===== src/rtl/core/fmr_pkg.sv =====
// Shared types and constants for the fraction multiply and reduce block.
// Used by fmr_unit and fraction_multiply_reduce; depends on nothing else.
package fmr_pkg;

    localparam int OPERAND_WIDTH = 16;
    localparam int PROD_W        = 2 * OPERAND_WIDTH;
    localparam int MAG_W         = PROD_W - 1;
    localparam int RES_W         = 32;
    localparam int WIDE_W        = (PROD_W > RES_W) ? PROD_W : RES_W;
    localparam int CNT_W         = $clog2(MAG_W);

    localparam logic [CNT_W-1:0] BIT_LAST = CNT_W'(MAG_W - 1);

    typedef struct packed {
        logic signed [OPERAND_WIDTH-1:0] first_num;
        logic signed [OPERAND_WIDTH-1:0] first_den;
        logic signed [OPERAND_WIDTH-1:0] second_num;
        logic signed [OPERAND_WIDTH-1:0] second_den;
    } item_t;

    typedef struct packed {
        logic signed [RES_W-1:0] reduced_num;
        logic signed [RES_W-1:0] reduced_den;
        logic                    zero_den_error;
    } result_t;

    typedef struct packed {
        logic             start;
        logic [MAG_W-1:0] num_mag;
        logic [MAG_W-1:0] den_mag;
    } unit_req_t;

    typedef struct packed {
        logic             done;
        logic [MAG_W-1:0] num_quo;
        logic [MAG_W-1:0] den_quo;
    } unit_rsp_t;

endpackage


===== src/rtl/core/fmr_unit.sv =====
// Iterative reduction unit: binary GCD, a rescale of the GCD by the common factors of two,
// then two restoring divisions. One subtractor serves the GCD and the divisions. Depends on fmr_pkg.
module fmr_unit (
    input  logic                clk,
    input  logic                rst_n,
    input  fmr_pkg::unit_req_t  req,
    output fmr_pkg::unit_rsp_t  rsp
);

    typedef enum logic [5:0] {
        U_IDLE    = 6'b000001,
        U_REDUCE  = 6'b000010,
        U_SCALE   = 6'b000100,
        U_DIV_NUM = 6'b001000,
        U_DIV_DEN = 6'b010000,
        U_DONE    = 6'b100000
    } ustate_t;

    ustate_t                          state_reg, state_next;
    logic [fmr_pkg::MAG_W-1:0]        a_reg, a_next;
    logic [fmr_pkg::MAG_W-1:0]        b_reg, b_next;
    logic [fmr_pkg::MAG_W-1:0]        num_reg, num_next;
    logic [fmr_pkg::MAG_W-1:0]        den_reg, den_next;
    logic [fmr_pkg::MAG_W-1:0]        rem_reg, rem_next;
    logic [fmr_pkg::CNT_W-1:0]        k_reg, k_next;
    logic [fmr_pkg::CNT_W-1:0]        cnt_reg, cnt_next;

    logic                             div_msb;
    logic [fmr_pkg::MAG_W:0]          trial;
    logic [fmr_pkg::MAG_W:0]          sub_x, sub_y;
    logic [fmr_pkg::MAG_W+1:0]        diff;
    logic                             borrow;
    logic                             qbit;
    logic [fmr_pkg::MAG_W-1:0]        rem_step;

    assign div_msb = (state_reg == U_DIV_DEN) ? den_reg[fmr_pkg::MAG_W-1]
                                              : num_reg[fmr_pkg::MAG_W-1];
    assign trial   = {rem_reg, div_msb};

    always_comb
    begin
        if (state_reg == U_REDUCE)
        begin
            sub_x = {1'b0, a_reg};
            sub_y = {1'b0, b_reg};
        end
        else
        begin
            sub_x = trial;
            sub_y = {1'b0, a_reg};
        end
    end

    assign diff     = {1'b0, sub_x} - {1'b0, sub_y};
    assign borrow   = diff[fmr_pkg::MAG_W+1];
    assign qbit     = ~borrow;
    assign rem_step = borrow ? trial[fmr_pkg::MAG_W-1:0] : diff[fmr_pkg::MAG_W-1:0];

    always_comb
    begin
        state_next = state_reg;
        a_next     = a_reg;
        b_next     = b_reg;
        num_next   = num_reg;
        den_next   = den_reg;
        rem_next   = rem_reg;
        k_next     = k_reg;
        cnt_next   = cnt_reg;
        case (state_reg)
            U_IDLE:
            begin
                if (req.start)
                begin
                    a_next     = req.num_mag;
                    b_next     = req.den_mag;
                    num_next   = req.num_mag;
                    den_next   = req.den_mag;
                    k_next     = '0;
                    state_next = U_REDUCE;
                end
            end
            U_REDUCE:
            begin
                if (!a_reg[0] && !b_reg[0])
                begin
                    a_next = a_reg >> 1;
                    b_next = b_reg >> 1;
                    k_next = k_reg + fmr_pkg::CNT_W'(1);
                end
                else if (!a_reg[0])
                begin
                    a_next = a_reg >> 1;
                end
                else if (!b_reg[0])
                begin
                    b_next = b_reg >> 1;
                end
                else if (diff == '0)
                begin
                    state_next = U_SCALE;
                end
                else if (borrow)
                begin
                    a_next = b_reg;
                    b_next = a_reg;
                end
                else
                begin
                    a_next = diff[fmr_pkg::MAG_W-1:0] >> 1;
                end
            end
            U_SCALE:
            begin
                if (k_reg == '0)
                begin
                    rem_next   = '0;
                    cnt_next   = fmr_pkg::BIT_LAST;
                    state_next = U_DIV_NUM;
                end
                else
                begin
                    a_next = a_reg << 1;
                    k_next = k_reg - fmr_pkg::CNT_W'(1);
                end
            end
            U_DIV_NUM:
            begin
                num_next = {num_reg[fmr_pkg::MAG_W-2:0], qbit};
                rem_next = rem_step;
                cnt_next = cnt_reg - fmr_pkg::CNT_W'(1);
                if (cnt_reg == '0)
                begin
                    rem_next   = '0;
                    cnt_next   = fmr_pkg::BIT_LAST;
                    state_next = U_DIV_DEN;
                end
            end
            U_DIV_DEN:
            begin
                den_next = {den_reg[fmr_pkg::MAG_W-2:0], qbit};
                rem_next = rem_step;
                cnt_next = cnt_reg - fmr_pkg::CNT_W'(1);
                if (cnt_reg == '0)
                begin
                    state_next = U_DONE;
                end
            end
            U_DONE:
            begin
                state_next = U_IDLE;
            end
            default:
            begin
                state_next = U_IDLE;
            end
        endcase
    end

    always_ff @(posedge clk or negedge rst_n)
    begin
        if (!rst_n)
        begin
            state_reg <= U_IDLE;
        end
        else
        begin
            state_reg <= state_next;
        end
    end

    always_ff @(posedge clk)
    begin
        a_reg   <= a_next;
        b_reg   <= b_next;
        num_reg <= num_next;
        den_reg <= den_next;
        rem_reg <= rem_next;
        k_reg   <= k_next;
        cnt_reg <= cnt_next;
    end

    assign rsp.done    = (state_reg == U_DONE);
    assign rsp.num_quo = num_reg;
    assign rsp.den_quo = den_reg;

endmodule


===== src/rtl/core/fraction_multiply_reduce.sv =====
// A transaction multiplies the numerators, then the denominators, then checks the products; when
// either product is zero the result is staged directly, otherwise fmr_unit runs the binary GCD
// (halving, swap, subtraction or final compare per step), rescales and divides both products.
// The next transaction is accepted only once the result is staged, which can wait on the result
// channel. fmr_unit makes one step per cycle with its single subtractor.
// Reset clears all control state; no result is pending after reset. Depends on fmr_pkg, fmr_unit.
module fraction_multiply_reduce (
    input  logic             clk,
    input  logic             rst_n,
    input  logic             item_valid,
    output logic             item_ready,
    input  fmr_pkg::item_t   item,
    output logic             result_valid,
    input  logic             result_ready,
    output fmr_pkg::result_t result
);

    typedef enum logic [5:0] {
        T_IDLE   = 6'b000001,
        T_MUL_N  = 6'b000010,
        T_MUL_D  = 6'b000100,
        T_CHECK  = 6'b001000,
        T_WAIT   = 6'b010000,
        T_FINISH = 6'b100000
    } tstate_t;

    tstate_t                          state_reg, state_next;
    fmr_pkg::item_t                   op_reg;
    logic signed [fmr_pkg::PROD_W-1:0] pn_reg, pd_reg;
    logic [fmr_pkg::RES_W-1:0]        res_num_reg, res_den_reg;
    logic                             res_err_reg;
    fmr_pkg::result_t                 result_reg;
    logic                             result_valid_reg, result_valid_next;

    logic signed [fmr_pkg::OPERAND_WIDTH-1:0] mul_x, mul_y;
    logic signed [fmr_pkg::PROD_W-1:0]        prod;
    logic                                     pn_neg, pd_neg;
    logic [fmr_pkg::PROD_W-1:0]               pn_abs, pd_abs;
    logic [fmr_pkg::WIDE_W-1:0]               qn_wide, qd_wide, sn_wide, sd_wide;
    logic                                     out_free;

    fmr_pkg::unit_req_t req;
    fmr_pkg::unit_rsp_t rsp;

    fmr_unit u_unit (
        .clk   (clk),
        .rst_n (rst_n),
        .req   (req),
        .rsp   (rsp)
    );

    assign mul_x = (state_reg == T_MUL_D) ? op_reg.first_den  : op_reg.first_num;
    assign mul_y = (state_reg == T_MUL_D) ? op_reg.second_den : op_reg.second_num;
    assign prod  = mul_x * mul_y;

    assign pn_neg = pn_reg[fmr_pkg::PROD_W-1];
    assign pd_neg = pd_reg[fmr_pkg::PROD_W-1];
    assign pn_abs = pn_neg ? -pn_reg : pn_reg;
    assign pd_abs = pd_neg ? -pd_reg : pd_reg;

    assign req.start   = (state_reg == T_CHECK) && (pd_reg != '0) && (pn_reg != '0);
    assign req.num_mag = pn_abs[fmr_pkg::MAG_W-1:0];
    assign req.den_mag = pd_abs[fmr_pkg::MAG_W-1:0];

    assign qn_wide = fmr_pkg::WIDE_W'(rsp.num_quo);
    assign qd_wide = fmr_pkg::WIDE_W'(rsp.den_quo);
    assign sn_wide = pn_neg ? -qn_wide : qn_wide;
    assign sd_wide = pd_neg ? -qd_wide : qd_wide;

    assign out_free   = !result_valid_reg || result_ready;
    assign item_ready = (state_reg == T_IDLE);

    always_comb
    begin
        state_next        = state_reg;
        result_valid_next = result_valid_reg;
        if (result_ready)
        begin
            result_valid_next = 1'b0;
        end
        case (state_reg)
            T_IDLE:
            begin
                if (item_valid)
                begin
                    state_next = T_MUL_N;
                end
            end
            T_MUL_N:
            begin
                state_next = T_MUL_D;
            end
            T_MUL_D:
            begin
                state_next = T_CHECK;
            end
            T_CHECK:
            begin
                if (req.start)
                begin
                    state_next = T_WAIT;
                end
                else
                begin
                    state_next = T_FINISH;
                end
            end
            T_WAIT:
            begin
                if (rsp.done)
                begin
                    state_next = T_FINISH;
                end
            end
            T_FINISH:
            begin
                if (out_free)
                begin
                    result_valid_next = 1'b1;
                    state_next        = T_IDLE;
                end
            end
            default:
            begin
                state_next = T_IDLE;
            end
        endcase
    end

    always_ff @(posedge clk or negedge rst_n)
    begin
        if (!rst_n)
        begin
            state_reg        <= T_IDLE;
            result_valid_reg <= 1'b0;
        end
        else
        begin
            state_reg        <= state_next;
            result_valid_reg <= result_valid_next;
        end
    end

    always_ff @(posedge clk)
    begin
        if (item_valid && item_ready)
        begin
            op_reg <= item;
        end
        if (state_reg == T_MUL_N)
        begin
            pn_reg <= prod;
        end
        if (state_reg == T_MUL_D)
        begin
            pd_reg <= prod;
        end
        if (state_reg == T_CHECK)
        begin
            if (pd_reg == '0)
            begin
                res_num_reg <= '0;
                res_den_reg <= '0;
                res_err_reg <= 1'b1;
            end
            else
            begin
                res_num_reg <= '0;
                res_den_reg <= fmr_pkg::RES_W'(1);
                res_err_reg <= 1'b0;
            end
        end
        if ((state_reg == T_WAIT) && rsp.done)
        begin
            res_num_reg <= sn_wide[fmr_pkg::RES_W-1:0];
            res_den_reg <= sd_wide[fmr_pkg::RES_W-1:0];
            res_err_reg <= 1'b0;
        end
        if ((state_reg == T_FINISH) && out_free)
        begin
            result_reg.reduced_num    <= res_num_reg;
            result_reg.reduced_den    <= res_den_reg;
            result_reg.zero_den_error <= res_err_reg;
        end
    end

    assign result_valid = result_valid_reg;
    assign result       = result_reg;

`ifndef SYNTHESIS
    a_busy_after_accept: assert property (@(posedge clk) disable iff (!rst_n)
        (item_valid && item_ready) |=> !item_ready)
        else $error("Input ready stayed high after a transaction was accepted.");

    a_error_gives_zero: assert property (@(posedge clk) disable iff (!rst_n)
        (result_valid && result.zero_den_error) |->
            (result.reduced_num == '0 && result.reduced_den == '0))
        else $error("Zero denominator result carries nonzero fields.");

    a_den_nonzero: assert property (@(posedge clk) disable iff (!rst_n)
        (result_valid && !result.zero_den_error) |-> (result.reduced_den != '0))
        else $error("Reduced denominator is zero without the error flag.");

    a_done_when_waiting: assert property (@(posedge clk) disable iff (!rst_n)
        rsp.done |-> (state_reg == T_WAIT))
        else $error("Reduction unit finished while no transaction was waiting.");
`endif

endmodule


===== config.mk =====
export PLATFORM = sky130hd
export DESIGN_NAME = fraction_multiply_reduce
export DESIGN_NICKNAME = d
export VERILOG_FILES = /design/src/rtl/core/fmr_pkg.sv /design/src/rtl/core/fmr_unit.sv /design/src/rtl/core/fraction_multiply_reduce.sv
export SDC_FILE = /design/constraint.sdc
export NUM_CORES = 2
export LEC_CHECK = 0
export BUFFER_PORTS_ARGS = -buffer_cell sky130_fd_sc_hd__buf_2
export CORE_MARGIN = 10
export CORE_UTILIZATION = 60
export CTS_CLUSTER_DIAMETER = 100
export DETAILED_ROUTE_END_ITERATION = 8
export GPL_TIMING_DRIVEN = 0
export HOLD_SLACK_MARGIN = 0.02
export PLACE_DENSITY = 0.8
export REMOVE_ABC_BUFFERS = 1
export SYNTH_ARGS = -nofsm -noshare
export SYNTH_HDL_FRONTEND = slang
export SYNTH_SLANG_ARGS = --single-unit
export TNS_END_PERCENT = 10

===== constraint.sdc =====
create_clock -name clk -period 19.4 [get_ports clk]
set_input_delay 3.88 -clock clk [delete_from_list [all_inputs] [get_ports clk]]
set_output_delay 3.88 -clock clk [all_outputs]
set_load 0.02 [all_outputs]

==> results.py <==
metrics = {
    "cts": {
        "numCtsBuffers": 45,
        "cts_tree": "built",
        "clk_pin_slew_ps": 60,
        "cts_setup_buffers": 0,
        "insertion_delay_ps": 600,
        "htreeDepth": 2,
        "cts_root_buf": "clkbuf_16",
        "cts.path.max_buffers": 3,
        "clock-sinks": 436,
        "cts_hold_buf": 0,
        "post_cts_resized": 0,
    },
    "min_path": {
        "whs_endpoint": "result[54]",
        "hold_start": "res_num_reg[21]",
        "hold_path.class": "flip-flop to flip-flop",
        "holdPathStages": 0,
    },
    "finish": {
        "fill_cells": 3862,
        "antennaDiodeCount": 0,
        "drive_gt1_share_pct": 10.22,
        "layout_commonest_cell": "edfxtp_1",
        "largest_reg_flops": 65,
        "nNetsFinal": 3561,
        "final_cell_mix": "422 x edfxtp_1, 374 x nand2_1, 336 x inv_1",
        "regArea_mm2": 0.01302,
        "multi_input_area_mm2": 0.01701,
        "area_delta_synth_final_pct": 9.964,
    },
    "timing": {
        "setup_viol": 0,
        "slew_headroom_pct": 6.267,
        "rsz0062_at_grt": "no",
        "finalMaxSlewViolations": 0,
        "timing.final.crit_share_pct": 52.50,
        "fin_crit_ps": 10180,
        "timing.hold.ws_ps": 417.9,
        "fmax_mhz": 98.19,
        "timing.final.hold_violations": 0,
        "fin_skew_ps": 22.45,
        "max_slew.worst_pin.slew_ps": 1391,
        "finalSetupTns_ps": 0,
    },
    "grt": {
        "antenna_found_initial": 0,
        "overflow": 0,
        "grt_pass1_vias": 23840,
        "grt_pass1_wl_mm": 128.3,
        "grt_max_degree": 65,
        "track_usage_pct": 25.49,
    },
    "route": {
        "wl_met3_mm": 5.100,
        "avgViaCountPerCell": 6.058,
        "wl_met1_mm": 31.48,
        "highest_layer": "met4",
        "drtIter0Drc": 2138,
        "dr.pass1.iters": 9,
        "drt_wl_total_mm": 80.44,
        "ant_nets": 0,
        "wl_met2_mm": 39.46,
        "drcViolationCount": 4,
        "routedWlPerCell_um": 21.00,
        "dr_total_vias": 23200,
    },
    "yosys": {
        "async_flop_share_pct": 2.982,
        "syn_area_mm2": 0.03167,
        "syn_area_per_cell_um2": 10.50,
        "ys_ff_latch": 436,
        "synth_top_area_share_pct": 40.02,
        "synth.area.top_cells": "edfxtp_1 40%, fa_1 17%, ha_1 4.8%",
        "synth_flop_cell": "edfxtp_1",
        "synthCells": 3016,
        "yosys.area.top_type": "edfxtp_1",
        "ys_seq_area_share_pct": 41.11,
        "synth_edf_count": 422,
        "yosysWarnings": 0,
        "synth.distinct_cells": 74,
    },
    "setup_path": {
        "end_kind": "flip-flop",
        "cp_data_required_time_ps": 19750,
        "worst_ep_arrival_time_ps": 10530,
        "reg2regPathDepth": 29,
        "r2r_end": "pn_reg[31]",
        "critPathKind": "flip-flop to flip-flop",
        "slowest_stage": "inv_2",
        "critPathLaunchType": "flip-flop",
        "critPathBufInv": 7,
        "cpPeakStageDelay_ps": 1100,
        "crit_family": "adder cells",
        "reg2reg_setup_slack_ps": 9220,
        "critPathMaxFanout": 56,
        "path_common_cell": "inv_1",
        "regToRegStartpoint": "state_reg[1]",
    },
    "floorplan": {
        "start_util_pct": 60.38,
        "core_mm2": 0.05245,
        "rows": 84,
        "ios": 135,
        "die_h_um": 249.7,
        "die_w_um": 249.7,
        "die_area_mm2": 0.06237,
    },
    "placement": {
        "place_congestion": 0.9380,
        "port_buffers": 134,
        "dp_hpwl_mm": 62.13,
    },
    "flow_run": {
        "drv_cap": 0,
    },
    "run_status": {
        "violations": "design-rule violations",
        "outcome": "complete, but fails checks",
    },
}
area by class of cell:
| type | count | share of cell area [%] |
|---|---|---|
| clock buffers | 51 | 3.298 |
| clock inverters | 30 | 1.067 |
| inverters | 337 | 3.632 |
| multi-input cells | 2125 | 48.84 |
| flip-flops and latches | 436 | 37.39 |
| well taps | 688 | 2.472 |
| repair buffers | 163 | 3.306 |
per-layer routing:
metal	up-vias	GRT usage [%]
met3	234	3.523
met5	-	0
met2	1014	43.72
li1	10540	-
met4	0	13.32
met1	11410	30.88
metrics by stage:
step                      worst slack, ps  std cells  instance area [um^2]  utilization [%]
final                                9215       3830                 34820            66.40
after floorplan                      9588       2898                 31220                -
after global placement               5793       3720                 32760            62.46
after detailed placement             9325       3748                 33290            63.47
after CTS                            9276       3829                 34810            66.37
after global routing                 8728       3830                 34820            66.40
synth_stat cells (all sizes together) (4+ instances only):
library cell	count
and3b	5
o31ai	42
nand2b	27
nand2	375
xnor2	76
mux2i	70
a21o	18
nand3b	11
dfrtp	11
a222oi	26
or3	26
fa	264
buf	9
a221oi	4
and2	39
inv	337
edfxtp	422
o41ai	15
nand4	14
nand3	15
o21ai	119
or4	20
a31oi	10
o21bai	4
xor2	99
nor4	16
nor3	21
or2	18
mux2	28
o2111ai	5
a211oi	38
ha	121
a41oi	4
a2111oi	5
a21boi	9
nor3b	4
a21oi	161
and3	11
clkbuf	109
nor2	336
o211ai	7
o31a	5
nor2b	17
o21a	12
worst max path at each step:
stage	start	end	slack [ps]	depth (start not counted)
after floorplan	state_reg[1]	pd_reg[31]	9590	29
after global placement	u_unit.state_reg[2]	u_unit.b_reg[13]	5790	15
after detailed placement	state_reg[1]	pn_reg[31]	9320	29
after CTS	state_reg[1]	pn_reg[31]	9280	29
after global routing	state_reg[1]	pn_reg[31]	8730	29
final	state_reg[1]	pn_reg[31]	9220	29
cell families (layout without fill, tap and decap cells):
logic type	Yosys count	count (layout)	share of synthesized area [%]
fa+ha+maj	385	385	21.47
compound gates	507	507	10.37
xor+xnor	175	175	4.840
buf+inv	455	581	5.393
flops	436	436	41.11
simple gates	960	960	13.60
mux	98	98	3.208
Power is left out: the tool's default activity adds up to more than one toggle a clock period on the data nets, which glitch-free logic cannot reach.
